===== src/sv/assert_macros.svh =====
// Assertion macros shared by the allocator RTL.
`ifndef ASSERT_MACROS_SVH
`define ASSERT_MACROS_SVH
`ifndef NO_ASSERTIONS
// Same-cycle implication, checked out of reset
`define BBA_ASSERT_IMP(lbl, clk, rstn, ante, cons) \
	lbl: assert property (@(posedge clk) disable iff (!rstn) (ante) |-> (cons)) \
		else $error("assertion failed");
// Next-cycle implication, checked out of reset
`define BBA_ASSERT_NXT(lbl, clk, rstn, ante, cons) \
	lbl: assert property (@(posedge clk) disable iff (!rstn) (ante) |=> (cons)) \
		else $error("assertion failed");
`else
`define BBA_ASSERT_IMP(lbl, clk, rstn, ante, cons)
`define BBA_ASSERT_NXT(lbl, clk, rstn, ante, cons)
`endif
`endif


===== src/sv/bba_pkg.sv =====
// Package: sizes, codes and the cell control word of the buddy allocator.
`timescale 1ns / 1ps
package bba_pkg;
	localparam int LEVELS      = 16;
	localparam int ADDR_BITS   = 32;
	localparam int STACK_DEPTH = 2;

	localparam int LVL_W  = $clog2(LEVELS);
	localparam int CNT_W  = $clog2(STACK_DEPTH + 1);
	localparam int SIDX_W = $clog2(STACK_DEPTH);

	// field widths fixed by the interface
	localparam int SIZE_W     = 32;
	localparam int OFF_W      = 32;
	localparam int OUT_LVL_W  = 4;
	localparam int STATUS_W   = 2;
	localparam int MLOG2_W    = 5;
	localparam int TOP_W      = 4;
	localparam int CFG_IDX_W  = 2;
	localparam int CFG_DATA_W = 5;
	localparam int EXP_W      = 6;

	// result status codes
	localparam logic [STATUS_W-1:0] ST_GRANT     = 2'd0;
	localparam logic [STATUS_W-1:0] ST_TOO_LARGE = 2'd1;
	localparam logic [STATUS_W-1:0] ST_NO_MEM    = 2'd2;

	// register indexes
	localparam logic [CFG_IDX_W-1:0] REG_MIN_LOG2  = 2'd0;
	localparam logic [CFG_IDX_W-1:0] REG_TOP_LEVEL = 2'd1;

	// reset values
	localparam logic [MLOG2_W-1:0] MLOG2_RST = 5'd4;
	localparam logic [TOP_W-1:0]   TOP_RST   = 4'd10;

	// per-cell control word from the sequencer
	typedef struct packed {
		logic init;     // reinitialise the level stack
		logic is_top;   // this level holds the whole region after init
		logic pop;      // drop the top entry
		logic split_in; // push both halves of the block handed down from above
	} bba_cell_ctrl_t;
endpackage


===== src/sv/bba_cell.sv =====
// One level cell: free stack, fit compare and split of the block handed down.
`timescale 1ns / 1ps
module bba_cell import bba_pkg::*; (
	input  logic                 clk,
	input  logic                 arst_n,
	input  logic [LVL_W-1:0]     lvl,
	input  logic [MLOG2_W-1:0]   min_log2,
	input  logic [SIZE_W-1:0]    size,
	input  bba_cell_ctrl_t       ctrl,
	input  logic [ADDR_BITS-1:0] down_off,
	output logic [CNT_W-1:0]     count,
	output logic [ADDR_BITS-1:0] top_off,
	output logic                 fits
);
	logic [CNT_W-1:0]     cnt_q;
	logic [ADDR_BITS-1:0] ent_q [STACK_DEPTH];
	logic [EXP_W-1:0]     blk_exp;
	logic [SIZE_W-1:0]    size_m1;
	logic [ADDR_BITS-1:0] half;
	logic [CNT_W-1:0]     cnt_m1;
	logic [CNT_W-1:0]     cnt_p1;

	// block size of this level as a power of two
	assign blk_exp = EXP_W'(min_log2) + EXP_W'(lvl);
	assign size_m1 = size - SIZE_W'(1);
	assign half    = ADDR_BITS'(1) << blk_exp;

	// size <= 2^exp, zero size always fits
	always_comb begin
		if (blk_exp >= EXP_W'(SIZE_W))
			fits = 1'b1;
		else
			fits = (size == '0) || ((size_m1 >> blk_exp) == '0);
	end

	assign cnt_m1  = cnt_q - CNT_W'(1);
	assign cnt_p1  = cnt_q + CNT_W'(1);
	assign count   = cnt_q;
	assign top_off = ent_q[cnt_m1[SIDX_W-1:0]];

	// stack fill
	always_ff @(posedge clk or negedge arst_n) begin
		if (!arst_n) begin
			cnt_q <= '0;
		end else if (ctrl.init) begin
			cnt_q <= ctrl.is_top ? CNT_W'(1) : '0;
		end else if (ctrl.pop) begin
			cnt_q <= cnt_m1;
		end else if (ctrl.split_in) begin
			if (cnt_p1 < CNT_W'(STACK_DEPTH))
				cnt_q <= cnt_q + CNT_W'(2);
			else if (cnt_q < CNT_W'(STACK_DEPTH))
				cnt_q <= cnt_p1;
		end
	end

	// stack entries: lower half first, upper half on top; pushes onto a full stack drop
	always_ff @(posedge clk) begin
		if (ctrl.init) begin
			ent_q[0] <= '0;
		end else if (ctrl.split_in) begin
			if (cnt_q < CNT_W'(STACK_DEPTH))
				ent_q[cnt_q[SIDX_W-1:0]] <= down_off;
			if (cnt_p1 < CNT_W'(STACK_DEPTH))
				ent_q[cnt_p1[SIDX_W-1:0]] <= down_off + half;
		end
	end
endmodule


===== src/sv/buddy_block_allocate_core.sv =====
// Top level: buddy block allocator, allocation path, built as a chain of level cells.
// One request is handled at a time. A granted request passes through the states FIT,
// FIND and SRC, one SPLIT state per level split, then POP and DONE, where the result is
// loaded into the output register: the sequencer walks the block down the chain of level
// cells one level per cycle, from the nearest level with a free block to the level that
// fits the request. An oversize request goes from FIND and an out of memory one from SRC
// straight to DONE. The next request can be accepted in the cycle after the load, even
// while that result still waits in the output register. After reset and after every
// write to min_block_log2 or top_level, the free stacks are reinitialised, during which
// no request is accepted. Status 0 is a grant, 1 a request larger than the region, 2 out
// of memory; offset and level read 0 unless granted.
`timescale 1ns / 1ps
`include "assert_macros.svh"
module buddy_block_allocate_core import bba_pkg::*; (
	input  logic                  clk,
	input  logic                  arst_n,
	input  logic                  in_valid,
	output logic                  in_ready,
	input  logic [SIZE_W-1:0]     req_size,
	output logic                  out_valid,
	input  logic                  out_ready,
	output logic [STATUS_W-1:0]   status,
	output logic [OFF_W-1:0]      block_offset,
	output logic [OUT_LVL_W-1:0]  block_level,
	input  logic                  cfg_valid,
	output logic                  cfg_ready,
	input  logic [CFG_IDX_W-1:0]  cfg_index,
	input  logic [CFG_DATA_W-1:0] cfg_data
);
	localparam logic [2:0] S_IDLE  = 3'd0;
	localparam logic [2:0] S_FIT   = 3'd1;
	localparam logic [2:0] S_FIND  = 3'd2;
	localparam logic [2:0] S_SRC   = 3'd3;
	localparam logic [2:0] S_SPLIT = 3'd4;
	localparam logic [2:0] S_POP   = 3'd5;
	localparam logic [2:0] S_DONE  = 3'd6;

	logic [2:0]            state_q;
	logic                  init_q;
	logic [MLOG2_W-1:0]    mlog2_q;
	logic [TOP_W-1:0]      top_level_q;
	logic [LVL_W-1:0]      top_eff;
	logic [SIZE_W-1:0]     size_q;
	logic [LEVELS-1:0]     fits_q;
	logic [LEVELS-1:0]     fits_w;
	logic [CNT_W-1:0]      cnt_w     [LEVELS];
	logic [ADDR_BITS-1:0]  top_off_w [LEVELS];
	bba_cell_ctrl_t        ctrl_w    [LEVELS];
	logic [LVL_W-1:0]      want_q;
	logic [LVL_W-1:0]      cur_q;
	logic [LVL_W-1:0]      want_d;
	logic [LVL_W-1:0]      src_d;
	logic                  src_found;
	logic                  too_large;
	logic [STATUS_W-1:0]   res_status_q;
	logic [ADDR_BITS-1:0]  res_off_q;
	logic [LVL_W-1:0]      res_lvl_q;
	logic                  out_valid_q;
	logic [STATUS_W-1:0]   out_status_q;
	logic [OFF_W-1:0]      out_off_q;
	logic [OUT_LVL_W-1:0]  out_lvl_q;
	logic                  in_acc;
	logic                  cfg_acc;
	logic                  out_load;

	// handshakes
	assign cfg_ready = (state_q == S_IDLE);
	assign in_ready  = (state_q == S_IDLE) && !init_q && !cfg_valid;
	assign in_acc    = in_valid && in_ready;
	assign cfg_acc   = cfg_valid && cfg_ready;
	assign out_load  = (state_q == S_DONE) && (!out_valid_q || out_ready);

	// effective top level, saturated to the chain length
	assign top_eff = (32'(top_level_q) > LEVELS - 1) ? LVL_W'(LEVELS - 1)
	                                                 : LVL_W'(top_level_q);

	// configuration registers; a write to either register schedules a stack init
	always_ff @(posedge clk or negedge arst_n) begin
		if (!arst_n) begin
			mlog2_q     <= MLOG2_RST;
			top_level_q <= TOP_RST;
			init_q      <= 1'b1;
		end else begin
			init_q <= 1'b0;
			if (cfg_acc) begin
				unique case (cfg_index)
					REG_MIN_LOG2: begin
						mlog2_q <= cfg_data;
						init_q  <= 1'b1;
					end
					REG_TOP_LEVEL: begin
						top_level_q <= cfg_data[TOP_W-1:0];
						init_q      <= 1'b1;
					end
					default: ;
				endcase
			end
		end
	end

	// chain of level cells, each fed by the top entry of the level above
	for (genvar k = 0; k < LEVELS; k++) begin : g_cell
		logic [ADDR_BITS-1:0] down_w;
		logic                 split_w;
		if (k < LEVELS - 1) begin : g_mid
			assign down_w  = top_off_w[k+1];
			assign split_w = (state_q == S_SPLIT) && (cur_q == LVL_W'(k + 1));
		end else begin : g_end
			assign down_w  = '0;
			assign split_w = 1'b0;
		end
		assign ctrl_w[k].init     = init_q;
		assign ctrl_w[k].is_top   = (top_eff == LVL_W'(k));
		assign ctrl_w[k].pop      = ((state_q == S_SPLIT) && (cur_q == LVL_W'(k))) ||
		                            ((state_q == S_POP) && (want_q == LVL_W'(k)) &&
		                             (cnt_w[k] != '0));
		assign ctrl_w[k].split_in = split_w;

		bba_cell u_cell (
			.clk      (clk),
			.arst_n   (arst_n),
			.lvl      (LVL_W'(k)),
			.min_log2 (mlog2_q),
			.size     (size_q),
			.ctrl     (ctrl_w[k]),
			.down_off (down_w),
			.count    (cnt_w[k]),
			.top_off  (top_off_w[k]),
			.fits     (fits_w[k])
		);
	end

	// smallest fitting level at or below the top
	always_comb begin
		want_d    = top_eff;
		too_large = !fits_q[top_eff];
		for (int k = LEVELS - 1; k >= 0; k--) begin
			if (fits_q[k] && (LVL_W'(k) <= top_eff))
				want_d = LVL_W'(k);
		end
	end

	// nearest level with a free block at or above the wanted one
	always_comb begin
		src_d     = want_q;
		src_found = 1'b0;
		for (int k = LEVELS - 1; k >= 0; k--) begin
			if ((LVL_W'(k) >= want_q) && (LVL_W'(k) <= top_eff) && (cnt_w[k] != '0)) begin
				src_d     = LVL_W'(k);
				src_found = 1'b1;
			end
		end
	end

	// sequencer
	always_ff @(posedge clk or negedge arst_n) begin
		if (!arst_n) begin
			state_q <= S_IDLE;
		end else begin
			unique case (state_q)
				S_IDLE:  if (in_acc) state_q <= S_FIT;
				S_FIT:   state_q <= S_FIND;
				S_FIND:  state_q <= too_large ? S_DONE : S_SRC;
				S_SRC: begin
					if (!src_found)
						state_q <= S_DONE;
					else if (src_d == want_q)
						state_q <= S_POP;
					else
						state_q <= S_SPLIT;
				end
				S_SPLIT: if ((cur_q - LVL_W'(1)) == want_q) state_q <= S_POP;
				S_POP:   state_q <= S_DONE;
				S_DONE:  if (out_load) state_q <= S_IDLE;
				default: state_q <= S_IDLE;
			endcase
		end
	end

	// request datapath and pending result
	always_ff @(posedge clk) begin
		if (in_acc)
			size_q <= req_size;
		if (state_q == S_FIT)
			fits_q <= fits_w;
		if (state_q == S_FIND) begin
			want_q       <= want_d;
			res_status_q <= too_large ? ST_TOO_LARGE : ST_GRANT;
			res_off_q    <= '0;
			res_lvl_q    <= '0;
		end
		if (state_q == S_SRC) begin
			cur_q <= src_d;
			if (!src_found)
				res_status_q <= ST_NO_MEM;
		end
		if (state_q == S_SPLIT)
			cur_q <= cur_q - LVL_W'(1);
		if (state_q == S_POP) begin
			if (cnt_w[want_q] == '0) begin
				res_status_q <= ST_NO_MEM;
			end else begin
				res_status_q <= ST_GRANT;
				res_off_q    <= top_off_w[want_q];
				res_lvl_q    <= want_q;
			end
		end
	end

	// output register
	always_ff @(posedge clk or negedge arst_n) begin
		if (!arst_n)
			out_valid_q <= 1'b0;
		else if (out_load)
			out_valid_q <= 1'b1;
		else if (out_ready)
			out_valid_q <= 1'b0;
	end

	always_ff @(posedge clk) begin
		if (out_load) begin
			out_status_q <= res_status_q;
			out_off_q    <= OFF_W'(res_off_q);
			out_lvl_q    <= OUT_LVL_W'(res_lvl_q);
		end
	end

	assign out_valid    = out_valid_q;
	assign status       = out_status_q;
	assign block_offset = out_off_q;
	assign block_level  = out_lvl_q;

	// checks
	`BBA_ASSERT_IMP(a_split_above_want, clk, arst_n, state_q == S_SPLIT, cur_q > want_q)
	`BBA_ASSERT_IMP(a_pop_has_block, clk, arst_n, state_q == S_POP, cnt_w[want_q] != '0)
	`BBA_ASSERT_NXT(a_accept_starts, clk, arst_n, in_acc, state_q == S_FIT)
	`BBA_ASSERT_IMP(a_fail_zero, clk, arst_n, out_valid_q && (out_status_q != ST_GRANT),
		(out_off_q == '0) && (out_lvl_q == '0))
endmodule


===== config.mk =====
export PLATFORM = sky130hd
export DESIGN_NAME = buddy_block_allocate_core
export DESIGN_NICKNAME = d
export VERILOG_FILES = /design/src/sv/bba_pkg.sv /design/src/sv/bba_cell.sv /design/src/sv/buddy_block_allocate_core.sv
export VERILOG_INCLUDE_DIRS = /design/src /design/src/sv
export SDC_FILE = /design/constraint.sdc
export NUM_CORES = 2
export LEC_CHECK = 0
export ABC_AREA = 1
export BUFFER_PORTS_ARGS = -buffer_cell sky130_fd_sc_hd__clkbuf_2
export CORE_MARGIN = 3
export CORE_UTILIZATION = 28
export DETAILED_ROUTE_END_ITERATION = 12
export PLACE_DENSITY = 0.42
export SLEW_MARGIN = 20
export SYNTH_ARGS = -nofsm -noshare
export SYNTH_HDL_FRONTEND = slang
export SYNTH_SLANG_ARGS = --single-unit

===== constraint.sdc =====
create_clock -name clk -period 13.61 [get_ports clk]
set_clock_uncertainty 0.15 [all_clocks]
set_input_delay 1.361 -clock clk [delete_from_list [all_inputs] [get_ports clk]]
set_output_delay 1.361 -clock clk [all_outputs]
set_load 0.02 [all_outputs]

After elaboration in Yosys (flattened, before gate mapping):

Memories as Yosys holds them, arrays and structs flattened.
Cells that the tools add are included.

* add/sub/neg operators: 78
* order comparisons: 80
* equal/unequal tests: 57
* shifts and indexed selects: 31
* muxes and demuxes: 340
* bitwise operators: 1
* reductions and logical operators: 246

Operator list (number)
* 2-to-1 mux 32 bit: 20
* zero test 32 bit: 17
* OR reduction 32 bit: 15
* >> shifter 32 x 6 -> 32 bit: 15
* adder 32 bit: 14
* left shift 1 x 6 -> 32 bit (first input constant): 14
* 2-to-1 mux 1 bit: 192
* 2-to-1 mux 2 bit: 87
* binary-select mux 32 bit (select 4 bit): 1
* 2-to-1 mux 4 bit: 29
* logical AND 1 bit: 101
* == test 4 bit (second input constant): 24
* >= comparator 6 bit (second input constant): 15
* < comparator 2 bit (second input constant): 30
* nonzero test 4 bit: 15
* adder 5 x 4 -> 6 bit (second input constant): 8
* == test 4 x 3 -> 1 bit (second input constant): 12
* nonzero test 3 bit: 15
* nonzero test 2 bit: 19
* AND reduction 2 bit: 17
* logical OR 1 bit: 33
* adder 32 bit (first input constant): 1
* >= comparator 4 bit (first input constant): 8
* less-or-equal comparator 4 bit (first input constant): 8
* other kinds (41): 123

* register bits: 178
* memory bits (writable): 960
* output and inout port bits: 41
* memories kept: 15

Memories
* g_cell[0].u_cell.ent_q: words 2, bits a word 32, read ports 1, clocked after Yosys merged registers in 0, wr ports 2, line bba_cell.sv:16 `logic [ADDR_BITS-1:0] ent_q [STACK_DEPTH];`
* g_cell[10].u_cell.ent_q: words 2, bits a word 32, read ports 1, clocked after Yosys merged registers in 0, wr ports 2, line bba_cell.sv:16
* g_cell[11].u_cell.ent_q: words 2, bits a word 32, read ports 1, clocked after Yosys merged registers in 0, wr ports 2, line bba_cell.sv:16
* g_cell[12].u_cell.ent_q: words 2, bits a word 32, read ports 1, clocked after Yosys merged registers in 0, wr ports 2, line bba_cell.sv:16
* g_cell[13].u_cell.ent_q: words 2, bits a word 32, read ports 1, clocked after Yosys merged registers in 0, wr ports 2, line bba_cell.sv:16
* g_cell[14].u_cell.ent_q: words 2, bits a word 32, read ports 1, clocked after Yosys merged registers in 0, wr ports 2, line bba_cell.sv:16
* +9 memories

Longest topological paths before layout:

* depth in word-level cells: 23
* depth in mapped cells: 32

Modules after synthesis:

Synthesis repeated with hierarchy kept, for this count alone.

* cells, all modules: 21677
* area, all modules: 134147.4 µm²

Modules (own cells, without submodules)
* bba_cell (g_cell[11].u_cell ...): instances 5, cells each 1311, area an instance 7863.8 µm², sequential area each 1971.9 µm²
* bba_cell (g_cell[2].u_cell ...): instances 3, cells each 1255, area an instance 7722.4 µm², sequential area each 1971.9 µm²
* bba_cell (g_cell[0].u_cell ...): instances 2, cells each 1305, area an instance 7940.1 µm², sequential area each 1971.9 µm²
* bba_cell (g_cell[6].u_cell ...): instances 2, cells each 1293, area an instance 7757.4 µm², sequential area each 1971.9 µm²
* buddy_block_allocate_core: instances 1, cells each 1114, area an instance 9520.4 µm², sequential area each 3938.8 µm²
* bba_cell (g_cell[5].u_cell): instances 1, cells each 1300, area an instance 7866.3 µm², sequential area each 1971.9 µm²
* bba_cell (g_cell[9].u_cell): instances 1, cells each 1288, area an instance 7806.2 µm², sequential area each 1971.9 µm²
* bba_cell (g_cell[8].u_cell): instances 1, cells each 1251, area an instance 7581.0 µm², sequential area each 1971.9 µm²
* bba_cell (g_cell[15].u_cell): instances 1, cells each 1208, area an instance 7492.2 µm², sequential area each 1971.9 µm²

Worst setup path before layout:

OpenSTA, ideal clock, no wires.

* kind: register to register
* from: register state_q[0]
* to: memory g_cell[6].u_cell.ent_q[0][0], enable pin
* library setup time: 0.533 ns
* arrival time: 4.792 ns
* path slack: 8.135 ns
* stages on the path, launching flop included: 8
* path buffers: 0
* clock period less this slack: 5.475 ns
* cell sequence: dfrtp_1 -> nor2_1 -> inv_2 -> nor2_4 -> nand2_1 -> nor2_1 -> inv_1 -> o311ai_0

RTL lines
* start, declared: line buddy_block_allocate_core.sv:38 `logic [2:0] state_q;`
* start signal, assigned: line buddy_block_allocate_core.sv:163 `S_FIND: state_q <= too_large ? S_DONE : S_SRC;`
* end, declared: line bba_cell.sv:16

==> metrics <==
RSZ-0062 raised after global routing=false; fin crit share=53.5%; CTS root buf=clkbuf_16; Hold EP=block_offset[28]; worst path required time=around 14 ns; Most used DFF post-synth=edfxtp_1; Synth area leaders=edfxtp_1 (35%), nand2_1 (12%), o21ai_0 (7.9%), ha_1 (7.2%), inv_1 (5.6%); drt pass-1 iters=7; r2r setup slk=6.33 ns; Synth async-reset ratio=approximately 4%; gr usage total=28.9%; worst r2r src=mlog2_q[4]; placed inst area=96,000 um2; NetSw=approximately 14,000 uW; initial antenna violation count=36; DRC violations left=0; Non-Filler Cell Area, Final=101,000 um2; share of the synthesized area in the top cell type=35.4%; min Tclk post-route=approximately 7.3 ns; Buf/Inv on CP=3; H-tree depth=4; Die Height=571 um; Net Sw Frac=a little under three fifths; crit-path cells=buf_4, inv_4, o21ai_0, o21a_1, nand2_1, nor2_1, nand2_1, fa_1, o21ai_0, nand2_1, nand3_1, nand2_1, nand2_1, a21o_1, nand2_1, nand2_1, a21oi_1, nor2_1, nand2_1, nand3_1, nand3_1, nand2_1, inv_1; # IOs=85; post-detail-place hpwl=391 mm; Syn Nets=12,900; WS Path Type=register to register; CP dominant cell by count=nand2_1; clk_lat worst skew=0.87 ns; Syn Inst Count=12,300; Avg Inst Size Synth=~7.3 um2; Synth top cells by count=nand2_1 (2,915), o21ai_0 (1,418), inv_1 (1,340), nor2_1 (1,308), edfxtp_1 (1,054); Reg power frac=around a fifth; max-cap violation count=0; row cnt=206; CP startpoint kind=register; total CTS buffers=157; WL final=486 mm; share of layout cells above drive strength 1=9.24%; Final setup viols=0; Clk network pwr share=17.9%; post-synthesis sequential area ratio=37.5%; internal power=10,600 uW; area of the die=327,000 um2; Worst Hold Class=register to register; Least-Margin Pin Slew=1.34 ns; CTS Sinks=~1,100; Worst-path clk slew=0.06 ns; Die Span X=571 um; critical path arrival=7.74 ns; crit end category=register; Initial Utilization=28.3%; largest stage delay on the critical path=0.84 ns; fin nets=12,900; Worst Reg2Reg Path Length in Cells=23; worst slack, placed=6.45 ns; WHS Path Cells=0; critical path's slowest cell=o21a_1; hold_buf cts=0; vias in the first global route=83,900; CTS tree=yes; GPL Wtd Cong=1.01; maximum VDD drop=~140 uV; worst reg2reg path endpoint=g_cell[9].u_cell.ent_q[0][24]; critical hold path startpoint=res_off_q[28]; area leader, netlist=edfxtp_1; flops & latches, synth=1,138; most common cell in the synthesized netlist=nand2_1; GRT overflow=0; Syn Std Cell Area=89,500 um2; DRT antenna net count=0; first-pass GRT wire length=668 mm; Netlist cell types=68; drt initial violations=9,356; EDFF count, synth=between 1,000 and 1,500; vias=88,800; Final Non-Filler Cells=approximately 17,000; DR vias/cell=5.33; CTS resizes=0; Port Buffers=between 80 and 90; Crit Path Max Fanout=52; Logic pwr share=a little over three fifths; wire per inst=just under 30 um; largest net degree at the start of global routing=60; status=finished, final reports clean; Leak=0.0439 uW; core area=317,000 um2; Hold Vio Cnt, Final=0; highest clock rate=137 MHz; CTS Buffer Depth=4; Max Slew Vio Count=0; Post-Place Cells=~16,000; Top Family by Delay on Critical Path=simple AND/OR/NAND/NOR gates; Synthesis Warnings=0; final setup TNS=0 ns; CP startpoint=mlog2_q[4]; buffer count from post-CTS setup fixing=0; Layout Area Growth over Synthesis=13.1%; PD cells=approximately 240 nW/um2; Slew HR=10.9%; setup ws final=6.33 ns
layout make-up:
cell class	instances	area, um2
fill	34200	215000
multi-input combinational	9267	49100
antenna	14	35.0
clock inverter	83	983
timing repair buffer	410	2870
clock buffer	198	4250
sequential	1138	33600
tap	4160	5200
inverter	1383	5190
power by group through the flow:
stage	logic [uW]	registers (uW)	clock network [uW]
global placement	15000	4670	0
CTS	15000	4600	4410
finish	15300	4600	4320
floorplan	8270	4590	0
global route	16200	4640	4540
detailed placement	15000	4670	0
worst max path at each step:
stage,end,cells after the start
floorplan,g_cell[6].u_cell.ent_q[0][0],7
global placement,g_cell[9].u_cell.ent_q[1][24],23
detailed placement,g_cell[9].u_cell.ent_q[1][24],26
CTS,g_cell[9].u_cell.ent_q[1][24],26
global route,g_cell[9].u_cell.ent_q[1][24],23
finish,g_cell[9].u_cell.ent_q[0][24],23
stage by stage:
stage	power (uW)	utilization, %	hold slack [ns]
floorplan	12900	-	0.259
global placement	19600	30.3	0.267
detailed placement	19600	30.3	0.269
CTS	24000	32.0	0.282
global route	25400	32.0	0.287
finish	24200	32.0	0.281
placed cells by master (no fill, tap or decap), types with 83 or more instances in the layout:
| master | count |
|---|---|
| a21oi_1 | 668 |
| a221oi_1 | 86 |
| buf_4 | 321 |
| clkbuf_16 | 162 |
| clkbuf_2 | 83 |
| edfxtp_1 | 1054 |
| ha_1 | 517 |
| inv_1 | 1333 |
| nand2_1 | 2914 |
| nand3_1 | 751 |
| nand4_1 | 87 |
| nor2_1 | 1293 |
| nor3_1 | 164 |
| o21ai_0 | 1362 |
| o21ai_1 | 98 |
| o22ai_1 | 85 |
| or2_2 | 312 |
| xnor2_1 | 147 |
| xor2_1 | 180 |
logic make-up (layout without fill, tap and decap cells):
logic type / after synthesis / in the layout / share of synthesized area (%)
flip-flops: 1138 / 1138 / 37.5
AO/OA/AOI/OAI: 2707 / 2707 / 16.7
adder cells (fa/ha/maj): 531 / 531 / 7.54
XOR/XNOR: 327 / 327 / 3.20
multiplexers: 20 / 20 / 0.224
buffers and inverters: 1871 / 2074 / 7.96
AND/OR/NAND/NOR: 5682 / 5682 / 26.9
other: 0 / 14 / 0
sequential cells by signal, indices dropped and copies added, names as in the netlist, 5 cells and up:
signal / cells
block_offset: 32
fits_q: 16
g_cell.u_cell.count: 32
g_cell.u_cell.ent_q: 960
mlog2_q: 5
res_off_q: 32
size_q: 32
routing by layer:
metal	wire (um)	part of all wire, %	global-route usage (%)
met4	26100	5.4	13.3
met2	222000	46	47.1
met1	206000	43	37.3
met3	31000	6.4	4.66
met5	93	0.019	0
Note: power is estimated with default switching activity, not from simulation.
